$ cat src/rtl/core/rational_julia_escape_time_unit_defines.svh
// Assertion helpers used by the top-level file of this block.
`ifndef RATIONAL_JULIA_ESCAPE_TIME_UNIT_DEFINES_SVH
`define RATIONAL_JULIA_ESCAPE_TIME_UNIT_DEFINES_SVH

// Checked on every clock edge once reset is released.
`define RJE_ASSERT(lbl, prop, msg) \
  lbl: assert property (@(posedge clk_i) disable iff (!rst_ni) prop) else $error(msg);

// Checked on every clock edge, reset included.
`define RJE_ASSERT_ALWAYS(lbl, prop, msg) \
  lbl: assert property (@(posedge clk_i) prop) else $error(msg);

`endif

$ cat src/rtl/core/rje_pkg.sv
package rje_pkg;

  localparam int unsigned IMAGE_WIDTH  = 1024;
  localparam int unsigned IMAGE_HEIGHT = 1024;
  localparam logic [12:0] IMG_W_LIM = 13'(IMAGE_WIDTH);
  localparam logic [12:0] IMG_H_LIM = 13'(IMAGE_HEIGHT);

  localparam int unsigned CFG_IDX_W = 3;
  localparam logic [CFG_IDX_W-1:0] REG_X_LEFT   = 3'd0;
  localparam logic [CFG_IDX_W-1:0] REG_X_STEP   = 3'd1;
  localparam logic [CFG_IDX_W-1:0] REG_Y_TOP    = 3'd2;
  localparam logic [CFG_IDX_W-1:0] REG_Y_STEP   = 3'd3;
  localparam logic [CFG_IDX_W-1:0] REG_C_REAL   = 3'd4;
  localparam logic [CFG_IDX_W-1:0] REG_C_IMAG   = 3'd5;
  localparam logic [CFG_IDX_W-1:0] REG_MAX_ITER = 3'd6;

  // Escape radius squared, 4.0 in Q.48.
  localparam logic [63:0] ESC_LIMIT = 64'd1 << 50;

  typedef struct packed {
    logic [9:0] column;
    logic [9:0] row;
  } rje_in_t;

  typedef struct packed {
    logic [15:0] iterations;
    logic [9:0]  out_column;
    logic [9:0]  out_row;
  } rje_out_t;

  typedef struct packed {
    logic signed [31:0] x_left;
    logic signed [31:0] x_step;
    logic signed [31:0] y_top;
    logic signed [31:0] y_step;
    logic signed [31:0] c_real;
    logic signed [31:0] c_imag;
    logic [15:0]        max_iterations;
  } rje_cfg_t;

  typedef struct packed {
    logic               skip;
    logic [9:0]         column;
    logic [9:0]         row;
    logic signed [31:0] x;
    logic signed [31:0] y;
  } rje_job_t;

  typedef struct packed {
    logic       full;
    logic       empty;
    logic [1:0] level;
  } rje_qstat_t;

  typedef enum logic [2:0] {
    ST_IDLE,
    ST_SQUARE,
    ST_TEST,
    ST_MULT,
    ST_NUMER,
    ST_DIVIDE,
    ST_DONE
  } rje_state_e;

  function automatic logic signed [31:0] sat_s32(input logic signed [63:0] v);
    logic signed [31:0] r;
    if (v > 64'sd2147483647) begin
      r = 32'sh7FFFFFFF;
    end else if (v < -64'sd2147483648) begin
      r = 32'sh80000000;
    end else begin
      r = v[31:0];
    end
    return r;
  endfunction

endpackage

$ cat src/rtl/core/rje_front.sv
module rje_front import rje_pkg::*; (
  input  logic     clk_i,
  input  logic     rst_ni,
  input  rje_cfg_t cfg_i,
  input  logic     push,
  output logic     full,
  input  rje_in_t  in_data_i,
  input  logic     q_full_i,
  output logic     job_push_o,
  output rje_job_t job_o
);

  logic               stg_vld_q;
  logic [9:0]         col_q, row_q;
  logic               skip_q;
  logic signed [42:0] px_q, py_q;
  logic               take;

  assign full       = stg_vld_q && q_full_i;
  assign take       = push && !full;
  assign job_push_o = stg_vld_q && !q_full_i;

  always_ff @(posedge clk_i or negedge rst_ni) begin
    if (!rst_ni) begin
      stg_vld_q <= 1'b0;
    end else if (take) begin
      stg_vld_q <= 1'b1;
    end else if (job_push_o) begin
      stg_vld_q <= 1'b0;
    end
  end

  // Offsets are multiplied here and added (y: subtracted) on the way into the queue.
  always_ff @(posedge clk_i) begin
    if (take) begin
      col_q  <= in_data_i.column;
      row_q  <= in_data_i.row;
      skip_q <= ({3'b000, in_data_i.column} >= IMG_W_LIM) ||
                ({3'b000, in_data_i.row} >= IMG_H_LIM);
      px_q   <= $signed({1'b0, in_data_i.column}) * $signed(cfg_i.x_step);
      py_q   <= $signed({1'b0, in_data_i.row}) * $signed(cfg_i.y_step);
    end
  end

  always_comb begin
    job_o.skip   = skip_q;
    job_o.column = col_q;
    job_o.row    = row_q;
    job_o.x      = sat_s32({{32{cfg_i.x_left[31]}}, cfg_i.x_left} +
                           {{21{px_q[42]}}, px_q});
    job_o.y      = sat_s32({{32{cfg_i.y_top[31]}}, cfg_i.y_top} -
                           {{21{py_q[42]}}, py_q});
  end

endmodule

$ cat config.mk
export PLATFORM = sky130hd
export DESIGN_NAME = rje_front
export DESIGN_NICKNAME = d
export VERILOG_FILES = /design/src/rtl/core/rational_julia_escape_time_unit_defines.svh /design/src/rtl/core/rje_pkg.sv /design/src/rtl/core/rje_front.sv
export SDC_FILE = /design/constraint.sdc
export NUM_CORES = 2
export LEC_CHECK = 0
export ABC_AREA = 1
export BUFFER_PORTS_ARGS = -buffer_cell sky130_fd_sc_hd__buf_4
export CAP_MARGIN = 25
export CORE_UTILIZATION = 42
export DETAILED_ROUTE_END_ITERATION = 6
export GPL_ROUTABILITY_DRIVEN = 1
export MAX_ROUTING_LAYER = met4
export SYNTH_ARGS = -nofsm -noshare
export SYNTH_HDL_FRONTEND = slang
export SYNTH_SLANG_ARGS = --single-unit
$ cat constraint.sdc
create_clock -name clk_i -period 13.9 [get_ports clk_i]
set_input_delay 3.475 -clock clk_i [delete_from_list [all_inputs] [get_ports clk_i]]
set_output_delay 3.475 -clock clk_i [all_outputs]
set_load 0.1 [all_outputs]
==> flow_summary_export.csv <==
group,metric,value,unit
clock_tree,clock_path_buffers,2,
floorplan,chipHeight,287,um
grt,global_route_wire_length_before_repair,150000,um
floorplan,floorplan.die_area,0.0821,mm2
grt,largest_net_degree_at_the_start_of_global_routing,78,
synth,synthTopCellsByArea,"sky130_fd_sc_hd__fa_1, sky130_fd_sc_hd__nand2_1, sky130_fd_sc_hd__inv_1",
run_status,status,"completed",
floorplan,floorplan.core_area,0.0795,mm2
sta,grt_setup_unrepaired,"false",
hold_path,hp-class,"reg -> reg",
sta,max-slew-margin-rel,32.6,%
floorplan,floorplan.initialDensity,42.8,%
synth,async_reset_ff_share,0.935,%
grt,grt_antenna_before_repair,2,
clock_tree,worstSkewPairLatency,370,ps
place,number_of_i_o_port_buffers,237,
place,placed_cells_incl_taps,5942,
floorplan,io-pin-count,319,
synth,yosys_top_cell_area_share,32.3,%
clock_tree,tritoncts_num_sinks,107,
sta,fin_crit_sh,73.4,%
sta,timing.fmax,0.0980,GHz
clock_tree,cts_post_setup_buffers_inserted,0,
clock_tree,cts_buffers,9,
routing,detail_route.drc_violations,0,
synth,synth_ff_type,"sky130_fd_sc_hd__edfxtp_1",
clock_tree,cts_tree,"built",
routing,antenna_violating_nets_post_route,0,
synth,synth_cell_types,53,
sta,final-hold-violation-count,0,
layout,final_cell_mix,"sky130_fd_sc_hd__nand2_1, sky130_fd_sc_hd__inv_1, sky130_fd_sc_hd__fa_1, sky130_fd_sc_hd__ha_1, sky130_fd_sc_hd__nor2_1",
synth,synth.largest_area_cell,"sky130_fd_sc_hd__fa_1",
synth,mappedNetlistNets,5843,
routing,dr.first_iter.drc_count,1771,
place,gp_routability_congestion,0.938,
clock_tree,clk_pin_slew,70,ps
layout,drive_gt1_share,6.64,%
run,max_cap_violations,0,
critical_path,cp_max_fo,31,
routing,drt-wirelength-per-cell,15.2,um
clock_tree,cts.hold.buffers_added,0,
place,place_hpwl,77700,um
layout,flow.area_growth_from_synthesis,8.20,%
sta,timing_worst_slew_pin_value,1010,ps
sta,fin_skew,7.13,ps
synth,syn-mean-instance-area,7.10,um2
floorplan,die_width,287,um
critical_path,worst-endpoint-required,10430,ps
place,pre_cts_ws,3620,ps
synth,ys.warnings.count,0,
layout,final_nets,5955,
sta,final.setup.worst_slack,3700,ps
routing,drt-vias-per-instance,4.77,
synth,synth_sequential_area_ratio,9.43,%
synth,netlist_instances,4791,
routing,drtPass1Iterations,5,
synth,synth_edf_count,106,
synth,yosys_register_bits,107,
layout,mostFrequentLayoutCell,"sky130_fd_sc_hd__nand2_1",
grt,grt_use_total,23.4,%
sta,timing.final.max_slew_violations,0,
critical_path,critical_path.endpoint_type,"primary output",
floorplan,placementRows,103,
routing,via_count,28500,
sta,post-route-min-period,10200,ps
critical_path,arrival,6730,ps
sta,finalSetupViolations,0,
grt,grt_remaining_overflow,0,
routing,totalWireLength,90900,um
clock_tree,clockRootBuffer,"sky130_fd_sc_hd__clkbuf_16",
clock_tree,postCtsResizedCells,0,
clock_tree,clock_tree.htree_level_count,3,
critical_path,cp-start-kind,"primary input",
sta,fin_setup_tns,0,ps
layout,final_cells,5960,
synth,synthesis.area,0.0340,mm2
critical_path,timing.setup.critical_path_class,"in -> out",
grt,number_of_global_route_vias_before_repair,28700,
==> worst paths after layout <==
check,end,start,slack [ps],depth (start not counted)
worst max-delay path,job_o[6],cfg_i[112],3700,21
worst max register to register,col_q[4],stg_vld_q,11370,4
worst min-delay path,stg_vld_q,stg_vld_q,500,2
min in group asynchronous,stg_vld_q,rst_ni,2860,1
worst min register to register,stg_vld_q,stg_vld_q,500,2
max in group asynchronous,stg_vld_q,rst_ni,10960,1
==> worst max-delay path: stages <==
cell and delay (ps):
sky130_fd_sc_hd__buf_4 100, sky130_fd_sc_hd__inv_1 40, sky130_fd_sc_hd__ha_1 140, sky130_fd_sc_hd__inv_1 80
sky130_fd_sc_hd__fa_1 440, sky130_fd_sc_hd__nand3_1 120, sky130_fd_sc_hd__nand3_2 130, sky130_fd_sc_hd__nand2_1 90
sky130_fd_sc_hd__nand3_1 140, sky130_fd_sc_hd__nand2_1 110, sky130_fd_sc_hd__nand3_2 120, sky130_fd_sc_hd__nand2_1 140
sky130_fd_sc_hd__nand2_1 60, sky130_fd_sc_hd__nand2_1 60, sky130_fd_sc_hd__nand2_1 60, sky130_fd_sc_hd__nor2_1 90
sky130_fd_sc_hd__nand2_1 60, sky130_fd_sc_hd__nand3b_1 150, sky130_fd_sc_hd__nand2_1 690, sky130_fd_sc_hd__nand2_1 140
sky130_fd_sc_hd__buf_4 270
==> cells in the mapped netlist, types with 13 or more instances <==
cell type	count
sky130_fd_sc_hd__nand4_1	21
sky130_fd_sc_hd__o21bai_1	14
sky130_fd_sc_hd__fa_1	548
sky130_fd_sc_hd__xnor2_1	59
sky130_fd_sc_hd__nor2_2	22
sky130_fd_sc_hd__xor2_1	86
sky130_fd_sc_hd__a21oi_1	172
sky130_fd_sc_hd__inv_1	1305
sky130_fd_sc_hd__edfxtp_1	106
sky130_fd_sc_hd__nor3_1	18
sky130_fd_sc_hd__ha_1	272
sky130_fd_sc_hd__nor2_1	251
sky130_fd_sc_hd__a31oi_1	26
sky130_fd_sc_hd__o21a_1	13
sky130_fd_sc_hd__nand2_2	17
sky130_fd_sc_hd__clkbuf_1	116
sky130_fd_sc_hd__nand2_1	1480
sky130_fd_sc_hd__o21ai_0	73
sky130_fd_sc_hd__nand3_1	78
==> flip-flops by register name, summed over array words and instances, names as in the netlist <==
name       count
stg_vld_q      1
px_q          43
row_q         10
col_q         10
py_q          43
==> layer usage <==
layer	global-route usage (%)	share of wire [%]	up-vias
li1	-	-	14200
met1	34.1	50	13700
met2	35.9	45	567
met3	1.63	4.0	47
met4	3.84	1.2	0
met5	-	0	-
==> cell type report <==
type                            count  area [um2]
Fill cell                        8200       42700
Multi-Input combinational cell   3233       25300
Inverter                         1314        4930
Sequential cell                   107        3210
Timing Repair Buffer              238        1790
Tap cell                         1050        1310
Clock buffer                       10         229
Clock inverter                      6        46.3
Antenna cell                        2        5.00
==> metrics by stage <==
step | hold WS (ps) | instance area, um2 | utilization [%]
floorplan | 456 | 34000 | -
finish | 500 | 36800 | 46.3
detailed placement | 486 | 36500 | 45.9
global route | 561 | 36800 | 46.3
CTS | 503 | 36800 | 46.3
global placement | 474 | 36500 | 45.9
==> logic make-up (layout without fill, tap and decap cells) <==
family / after synthesis / after routing / synth area share, %
AO/OA/AOI/OAI: 344 / 344 / 5.75
XOR/XNOR: 145 / 145 / 3.73
adder cells (fa/ha/maj): 820 / 820 / 42.3
buffers and inverters: 1451 / 1568 / 16.3
flip-flops: 107 / 107 / 9.43
other: 1 / 3 / 0.0110
AND/OR/NAND/NOR: 1923 / 1923 / 22.5
Power is not shown: default switching activity piles up to over one toggle a cycle in this logic, so the estimate is an artifact.
