--- config.mk ---
export PLATFORM = sky130hd
export DESIGN_NAME = rje_queue
export DESIGN_NICKNAME = d
export VERILOG_FILES = /design/src/rtl/core/rational_julia_escape_time_unit_defines.svh /design/src/rtl/core/rje_pkg.sv /design/src/rtl/core/rje_queue.sv
export SDC_FILE = /design/constraint.sdc
export NUM_CORES = 1
export LEC_CHECK = 0
export BUFFER_PORTS_ARGS = -buffer_cell sky130_fd_sc_hd__clkbuf_2
export CAP_MARGIN = 20
export CORE_MARGIN = 5
export CORE_UTILIZATION = 45
export CTS_BUF_LIST = sky130_fd_sc_hd__clkbuf_8
export DETAILED_ROUTE_END_ITERATION = 12
export PLACE_DENSITY = 0.72
export SYNTH_ARGS = -nofsm -noshare
export SYNTH_HDL_FRONTEND = slang
export SYNTH_SLANG_ARGS = --single-unit
export TNS_END_PERCENT = 20
--- constraint.sdc ---
create_clock -name clk_i -period 6.2 [get_ports clk_i]
set_input_delay 1.86 -clock clk_i [delete_from_list [all_inputs] [get_ports clk_i]]
set_output_delay 1.86 -clock clk_i [all_outputs]
set_load 0.02 [all_outputs]
--- src/rtl/core/rational_julia_escape_time_unit_defines.svh ---
// Assertion helpers used by the top-level file of this block.
`ifndef RATIONAL_JULIA_ESCAPE_TIME_UNIT_DEFINES_SVH
`define RATIONAL_JULIA_ESCAPE_TIME_UNIT_DEFINES_SVH

// Checked on every clock edge once reset is released.
`define RJE_ASSERT(lbl, prop, msg) \
  lbl: assert property (@(posedge clk_i) disable iff (!rst_ni) prop) else $error(msg);

// Checked on every clock edge, reset included.
`define RJE_ASSERT_ALWAYS(lbl, prop, msg) \
  lbl: assert property (@(posedge clk_i) prop) else $error(msg);

`endif

--- src/rtl/core/rje_pkg.sv ---
package rje_pkg;

  localparam int unsigned IMAGE_WIDTH  = 1024;
  localparam int unsigned IMAGE_HEIGHT = 1024;
  localparam logic [12:0] IMG_W_LIM = 13'(IMAGE_WIDTH);
  localparam logic [12:0] IMG_H_LIM = 13'(IMAGE_HEIGHT);

  localparam int unsigned CFG_IDX_W = 3;
  localparam logic [CFG_IDX_W-1:0] REG_X_LEFT   = 3'd0;
  localparam logic [CFG_IDX_W-1:0] REG_X_STEP   = 3'd1;
  localparam logic [CFG_IDX_W-1:0] REG_Y_TOP    = 3'd2;
  localparam logic [CFG_IDX_W-1:0] REG_Y_STEP   = 3'd3;
  localparam logic [CFG_IDX_W-1:0] REG_C_REAL   = 3'd4;
  localparam logic [CFG_IDX_W-1:0] REG_C_IMAG   = 3'd5;
  localparam logic [CFG_IDX_W-1:0] REG_MAX_ITER = 3'd6;

  // Escape radius squared, 4.0 in Q.48.
  localparam logic [63:0] ESC_LIMIT = 64'd1 << 50;

  typedef struct packed {
    logic [9:0] column;
    logic [9:0] row;
  } rje_in_t;

  typedef struct packed {
    logic [15:0] iterations;
    logic [9:0]  out_column;
    logic [9:0]  out_row;
  } rje_out_t;

  typedef struct packed {
    logic signed [31:0] x_left;
    logic signed [31:0] x_step;
    logic signed [31:0] y_top;
    logic signed [31:0] y_step;
    logic signed [31:0] c_real;
    logic signed [31:0] c_imag;
    logic [15:0]        max_iterations;
  } rje_cfg_t;

  typedef struct packed {
    logic               skip;
    logic [9:0]         column;
    logic [9:0]         row;
    logic signed [31:0] x;
    logic signed [31:0] y;
  } rje_job_t;

  typedef struct packed {
    logic       full;
    logic       empty;
    logic [1:0] level;
  } rje_qstat_t;

  typedef enum logic [2:0] {
    ST_IDLE,
    ST_SQUARE,
    ST_TEST,
    ST_MULT,
    ST_NUMER,
    ST_DIVIDE,
    ST_DONE
  } rje_state_e;

  function automatic logic signed [31:0] sat_s32(input logic signed [63:0] v);
    logic signed [31:0] r;
    if (v > 64'sd2147483647) begin
      r = 32'sh7FFFFFFF;
    end else if (v < -64'sd2147483648) begin
      r = 32'sh80000000;
    end else begin
      r = v[31:0];
    end
    return r;
  endfunction

endpackage

--- src/rtl/core/rje_queue.sv ---
module rje_queue import rje_pkg::*; (
  input  logic       clk_i,
  input  logic       rst_ni,
  input  logic       push_i,
  input  rje_job_t   data_i,
  input  logic       pop_i,
  output rje_job_t   data_o,
  output rje_qstat_t stat_o
);

  rje_job_t   mem_q [2];
  logic       wr_q, wr_d;
  logic       rd_q, rd_d;
  logic [1:0] cnt_q, cnt_d;
  logic       do_push, do_pop;

  assign do_push = push_i && (cnt_q != 2'd2);
  assign do_pop  = pop_i && (cnt_q != 2'd0);

  always_comb begin
    wr_d  = do_push ? ~wr_q : wr_q;
    rd_d  = do_pop ? ~rd_q : rd_q;
    cnt_d = cnt_q + {1'b0, do_push} - {1'b0, do_pop};
  end

  always_ff @(posedge clk_i or negedge rst_ni) begin
    if (!rst_ni) begin
      wr_q  <= 1'b0;
      rd_q  <= 1'b0;
      cnt_q <= 2'd0;
    end else begin
      wr_q  <= wr_d;
      rd_q  <= rd_d;
      cnt_q <= cnt_d;
    end
  end

  always_ff @(posedge clk_i) begin
    if (do_push) begin
      mem_q[wr_q] <= data_i;
    end
  end

  assign data_o       = mem_q[rd_q];
  assign stat_o.full  = (cnt_q == 2'd2);
  assign stat_o.empty = (cnt_q == 2'd0);
  assign stat_o.level = cnt_q;

endmodule

==> impl_metrics.py, run 1 <==
metrics = {
    "logic_synthesis": {
        "synth_area_sq_mm": 0.00654,
        "syn-num-nets": 374,
        "ys_types": 17,
        "synth_top_area_cell": "edfxtp_1",
        "ys_ff_latch": 174,
        "synthCells": 283,
        "synth_top_area_share_pct": 78.1,
        "synth-seq-area-share_pct": 79.6,
        "syn_area_per_cell_sq_um": 23.1,
        "yosys_warnings": 0,
        "synth_area_leaders": "edfxtp_1 (78%), mux2_4 (9.2%), mux2_2 (7.8%)",
    },
    "clocking": {
        "cts.sinks": 174,
        "cts.repair.resized": 0,
        "cts-root-buf": "clkbuf_8",
        "cts_tree": "done",
        "cts_setup_buffers": 0,
        "h-tree-depth": 4,
        "clkSlewWorstSetupHoldPaths_ns": 0.09,
        "cts_buffer_depth": 2,
        "cts_hold_buf": 0,
        "clkLatencyLatePin_ns": 0.45,
        "cts_buffers": 17,
    },
    "route": {
        "ant_nets": 0,
        "drt_iter0_drc": 146,
        "totalWireLength_microns": 11500,
        "drt_first_pass_iters": 5,
        "routedWlPerCell_microns": 17.1,
        "drt-vias-per-instance": 4.83,
        "drc": 0,
        "vias": 3248,
    },
    "hold_path": {
        "hp-class": "reg -> reg",
        "worstHoldStart": "wr_q$_DFFE_PN0P_",
        "holdPathStages": 1,
        "hold_end": "wr_q$_DFFE_PN0P_",
    },
    "die": {
        "die_h_microns": 131,
        "core_sq_mm": 0.0144,
        "ios": 178,
        "rows": 44,
        "die_w_microns": 131,
        "initial_core_util_pct": 45.5,
        "die-area_sq_mm": 0.0170,
    },
    "sta": {
        "drv_slew": 0,
        "max_freq_ghz": 0.250,
        "setup_viol": 0,
        "post-route-period-util_pct": 64.5,
        "rsz0062_at_grt": "false",
        "relSlewSlack_pct": 57.4,
        "finalCriticalPeriod_ns": 4.00,
        "setup_tns_ns": 0,
        "worst_pin_slew_ns": 0.639,
        "hold_viol": 0,
        "fin_skew_ns": 0.0107,
    },
    "setup_path": {
        "crit_path_cell_trace": "buf_4 -> mux2_2 -> clkbuf_2",
        "r2r-end": "mem_q[1][47]$_DFFE_PP_",
        "path_max_fanout": 31,
        "cp-startpoint": "rd_q$_DFFE_PN0P_",
        "worstSetupStartpointType": "flip-flop",
        "endpoint_kind": "output pin",
        "r2r-start": "cnt_q[0]$_DFF_PN0_",
        "cp.required_ns": 4.34,
        "worstSetupPathType": "reg -> out",
        "ff2ff_setup_slack_ns": 3.96,
        "cp.arrival_ns": 2.14,
        "path_buf_inv": 2,
        "path_delay_family": "flip-flops",
        "r2r_cells": 3,
        "cp_slowest_cell": "dfrtp_4",
        "slowest_delay_ns": 0.79,
    },
    "power_and_ir_drop": {
        "peakVddDrop_v": 0.000289,
        "p_per_area_mw_per_mm2": 487,
        "p_leak_nw": 3.18,
    },
    "placed_design": {
        "place_area_sq_mm": 0.00757,
        "dp_hpwl_microns": 7620,
        "gp_congestion": 0.688,
        "dp_cells": 638,
        "portBuffers": 177,
    },
    "global_route": {
        "grt_pass1_wl_microns": 17500,
        "grt_overflow": 0,
        "grt_max_degree": 75,
        "track_usage_pct": 14.0,
        "antenna_found_initial": 0,
        "grt_pass1_vias": 3470,
    },
    "cells_and_area": {
        "layout-drive-gt1-share_pct": 61.7,
        "design_area_sq_mm": 0.00806,
        "area.growth.synth_to_final_pct": 23.2,
        "final_common_cell": "clkbuf_2",
        "antenna_cells": 0,
        "nets": 566,
        "mostFrequentLayoutCells": "clkbuf_2 (177), edfxtp_1 (170), mux2_2 (45)",
        "layout.cells.non_filler": 672,
    },
    "status": {
        "status": "finished, final reports clean",
    },
    "job": {
        "max_cap_violations": 0,
    },
}
kinds of logic after synthesis:
family        synth area share, %
fa+ha+maj                   0.383
mux                          16.9
xor+xnor                    0.536
simple gates                0.460
flops                        79.6
buf+inv                      2.05
through the flow:
| stage | power (mW) | hold slack [ns] | util [%] | setup WS [ns] |
|---|---|---|---|---|
| after floorplan | 2.77 | 0.461 | - | 0.174 |
| after detailed placement | 3.13 | 0.553 | 52.7 | 2.18 |
| after CTS | 3.96 | 0.569 | 55.7 | 1.66 |
| after global routing | 4.13 | 0.590 | 56.1 | 2.06 |
| after global placement | 3.09 | 0.530 | 52.7 | 2.20 |
| final | 3.92 | 0.567 | 56.1 | 2.20 |
sequential cells by signal, summed over array words and instances (netlist names):
name,flops
wr_q,1
rd_q,1
mem_q,170
cnt_q,2
report_power, final:
part           total (mW)  switching (mW)  internal, mW
sequential           1.72           0.117          1.61
clock               0.827           0.389         0.438
combinational        1.37           0.786         0.585
worst reg2reg max path: cells and delay by family (launching register included):
family	cells	cell delay [ns]
buffers and inverters	1	0.68
and+or+nand+nor	2	0.74
DFF	1	0.42
worst max-delay path by stage:
stage	endpoint	slack, ns	depth (start not counted)
floorplan	mem_q[0][0]$_DFFE_PP_	0.17	2
global placement	data_o[0]	2.20	3
detailed placement	data_o[0]	2.18	3
CTS	data_o[0]	1.66	3
global route	data_o[2]	2.06	3
finish	data_o[0]	2.20	3
per-layer routing:
layer	up-vias	wire, microns	GRT usage [%]
li1	1504	-	-
met1	1601	4510	16.5
met2	133	5740	22.7
met3	10	1120	6.22
met4	0	100	5.08
met5	-	0	0
area by class of cell:
cell class	count	area, sq um
fill	1145	6310
timing repair buffer	183	971
clock inverter	15	194
inverter	2	7.51
multi-input combinational	97	1210
tap	184	230
clock buffer	17	234
sequential	174	5210
synthesized netlist by cell type:
library cell / n
nor2_1: 2
nand2b_1: 1
buf_8: 1
nor2b_1: 1
edfxtp_1: 170
buf_6: 1
and3_1: 1
dfrtp_1: 4
mux2_4: 40
xor2_1: 1
ha_1: 2
inv_1: 2
mux2_2: 45
buf_2: 4
xnor2_1: 3
nand2_1: 1
buf_12: 4
(Power assumes the default switching activity.)
==> run 2, diff against run 1 <==
--- a/config.mk
+++ b/config.mk
@@ -5,6 +5,7 @@
 export SDC_FILE = /design/constraint.sdc
 export NUM_CORES = 1
 export LEC_CHECK = 0
+export ABC_AREA = 1
 export BUFFER_PORTS_ARGS = -buffer_cell sky130_fd_sc_hd__clkbuf_2
 export CAP_MARGIN = 20
 export CORE_MARGIN = 5
==> constraint.sdc (replaced) <==
create_clock -name clk_i -period 3.8 [get_ports clk_i]
set_input_delay 1.14 -clock clk_i [delete_from_list [all_inputs] [get_ports clk_i]]
set_output_delay 1.14 -clock clk_i [all_outputs]
set_load 0.02 [all_outputs]
==> run 2 against run 1 <==
Final cell count rose by 27%. Global-route usage is 1.7 points higher. First-iteration DRC count increased by 64%. Sequential power rose by 58%. Utilization rose by 0.32 points. Critical path type unchanged. Largest cell class unchanged.
==> impl_metrics.py, run 2 <==
metrics = {
    "status": {
        "status": "finished, final reports clean",
    },
    "placed_design": {
        "portBuffers": 177,
        "gp_congestion": 0.783,
        "dp_hpwl_microns": 8450,
    },
    "sta": {
        "drv_slew": 0,
        "hold_viol": 0,
        "setup_tns_ns": 0,
        "relSlewSlack_pct": 62.1,
        "fin_skew_ns": 0.0112,
        "setup_viol": 0,
        "post-route-period-util_pct": 74.7,
        "rsz0062_at_grt": "false",
        "worst_pin_slew_ns": 0.567,
        "max_freq_ghz": 0.353,
        "whs_ns": 0.492,
        "finalCriticalPeriod_ns": 2.84,
    },
    "power_and_ir_drop": {
        "finalPower_mw": 6.24,
        "combPwrFrac_pct": 37.9,
        "p_int_mw": 3.80,
        "p_seq_share_pct": 43.5,
        "p_switching_mw": 2.44,
        "swShare_pct": 39.1,
        "clkPwrFrac_pct": 18.6,
        "p_per_area_mw_per_mm2": 794,
        "p_leak_nw": 3.46,
        "peakVddDrop_v": 0.000492,
    },
    "die": {
        "die-area_sq_mm": 0.0168,
        "initial_core_util_pct": 46.2,
        "core_sq_mm": 0.0139,
        "die_h_microns": 130,
        "die_w_microns": 130,
        "ios": 178,
        "rows": 43,
    },
    "logic_synthesis": {
        "ys_types": 11,
        "synth_top_area_share_pct": 79.3,
        "async_flop_share_pct": 2.30,
        "synth_top_area_cell": "edfxtp_1",
        "synthCells": 478,
        "synth_area_leaders": "edfxtp_1 (79%), nand2_1 (16%), dfrtp_1 (1.6%)",
        "syn-num-nets": 569,
        "ys_ff_latch": 174,
        "yosys_warnings": 0,
        "synth_edf_count": 170,
        "synth_commonest_cells": "nand2_1 (268), edfxtp_1 (170), buf_2 (11), inv_1 (10), buf_6 (6)",
        "synth-seq-area-share_pct": 80.9,
        "synthFlopType": "edfxtp_1",
        "post-synth-top-count-cell": "nand2_1",
        "syn_area_per_cell_sq_um": 13.5,
        "synth_area_sq_mm": 0.00643,
    },
    "route": {
        "vias": 4002,
        "drt_first_pass_iters": 4,
        "drc": 0,
        "totalWireLength_microns": 12800,
        "ant_nets": 0,
        "drt-vias-per-instance": 4.69,
        "routedWlPerCell_microns": 15.0,
        "drt_iter0_drc": 239,
    },
    "global_route": {
        "grt_max_degree": 87,
        "grt_overflow": 0,
        "grt_pass1_vias": 4062,
        "grt_pass1_wl_microns": 20000,
        "antenna_found_initial": 1,
        "track_usage_pct": 15.7,
    },
    "clocking": {
        "cts_tree": "done",
        "cts_setup_buffers": 0,
        "cts.sinks": 174,
        "clkSlewWorstSetupHoldPaths_ns": 0.08,
        "cts_hold_buf": 0,
        "cts_buffers": 17,
        "cts_buffer_depth": 2,
        "h-tree-depth": 4,
        "clkLatencyLatePin_ns": 0.44,
        "cts.repair.resized": 0,
        "cts-root-buf": "clkbuf_8",
    },
    "hold_path": {
        "hp-class": "in -> async",
    },
    "setup_path": {
        "path_delay_family": "buffers and inverters",
        "r2r_cells": 5,
        "worstSetupPathType": "reg -> out",
        "r2r-start": "cnt_q[0]$_DFF_PN0_",
        "cp_common_cell": "nand2_1",
        "worstSetupStartpointType": "flip-flop",
        "ff2ff_setup_slack_ns": 1.90,
        "endpoint_kind": "output pin",
        "r2r-end": "mem_q[0][70]$_DFFE_PP_",
        "crit_path_cell_trace": "inv_2 -> buf_12 -> nand2_1 -> nand2_1 -> clkbuf_2",
        "slowest_delay_ns": 0.42,
        "cp.required_ns": 2.66,
        "cp_slowest_cell": "dfrtp_2",
        "cp.arrival_ns": 1.70,
        "path_max_fanout": 86,
        "path_buf_inv": 3,
    },
    "cells_and_area": {
        "fillers": 1191,
        "antenna_cells": 0,
        "reg_top3": "mem_q (170), cnt_q (2)",
        "final_common_cell": "nand2_1",
        "regMostFlops": "mem_q",
        "multi_input_area_sq_mm": 0.00106,
        "mostFrequentLayoutCells": "nand2_1 (268), clkbuf_2 (177), edfxtp_1 (170)",
        "nets": 751,
        "ff_latch_area_sq_mm": 0.00521,
        "largest_reg_flops": 170,
        "layout-drive-gt1-share_pct": 31.9,
        "area.growth.synth_to_final_pct": 22.1,
    },
    "job": {
        "max_cap_violations": 0,
    },
}
-- run 2: changes by cell type after synthesis, sizes merged, moves of 3 or more --
cell   change
nand2    +267
mux2      -85
buf        +9
inv        +9
nand3      +3
xnor2      -3
-- run 2: how the worst max path moves through the flow --
| stage | from | to | slack, ns | cells after the start |
|---|---|---|---|---|
| finish | rd_q$_DFFE_PN0P_ | data_o[2] | 0.96 | 5 |
| global route | rd_q$_DFFE_PN0P_ | data_o[42] | 0.84 | 5 |
| CTS | rd_q$_DFFE_PN0P_ | data_o[2] | 0.96 | 5 |
| detailed placement | push_i | mem_q[0][64]$_DFFE_PP_ | 1.20 | 4 |
| global placement | push_i | mem_q[0][70]$_DFFE_PP_ | 1.24 | 4 |
| floorplan | push_i | mem_q[0][0]$_DFFE_PP_ | 0.47 | 2 |
-- run 2: through the flow --
step                setup slack (ns)  instances  util [%]  area [sq um]
global placement                1.24        821      53.8          7490
CTS                            0.961        853      56.4          7860
finish                         0.963        853      56.4          7860
floorplan                      0.475        478         -          6440
detailed placement              1.20        821      53.8          7490
global route                   0.837        853      56.4          7860
-- run 2: layer usage --
layer / global-route usage, % / part of all wire (%) / up-vias
met5: 0 / 0.16 / -
met4: 4.77 / 0.95 / 2
met3: 6.10 / 9.1 / 12
met2: 25.1 / 49 / 164
met1: 19.9 / 41 / 1861
li1: - / - / 1963
-- run 2: logic make-up after synthesis --
family / Yosys count / synth area share [%]
adders and majority gates: 2 / 0.389
DFF: 174 / 80.9
and+or+nand+nor: 272 / 15.9
buffers and inverters: 30 / 2.78
-- run 2: final cells by class --
class | instances | share of cell area (%)
flip-flops and latches | 174 | 66.3
multi-input cells | 274 | 13.5
repair buffers | 182 | 12.2
clock buffers | 19 | 3.33
well taps | 180 | 2.87
clock inverters | 13 | 1.31
inverters | 11 | 0.541
-- run 2: power by group through the flow --
stage	Clock [mW]	Sequential [mW]	Combinational [mW]
2_1_floorplan	0	2.77	1.60
3_3_place_gp	0	2.74	2.37
3_5_place_dp	0	2.76	2.41
4_1_cts	1.20	2.72	2.42
5_1_grt	1.29	2.75	2.61
6_report	1.16	2.72	2.36
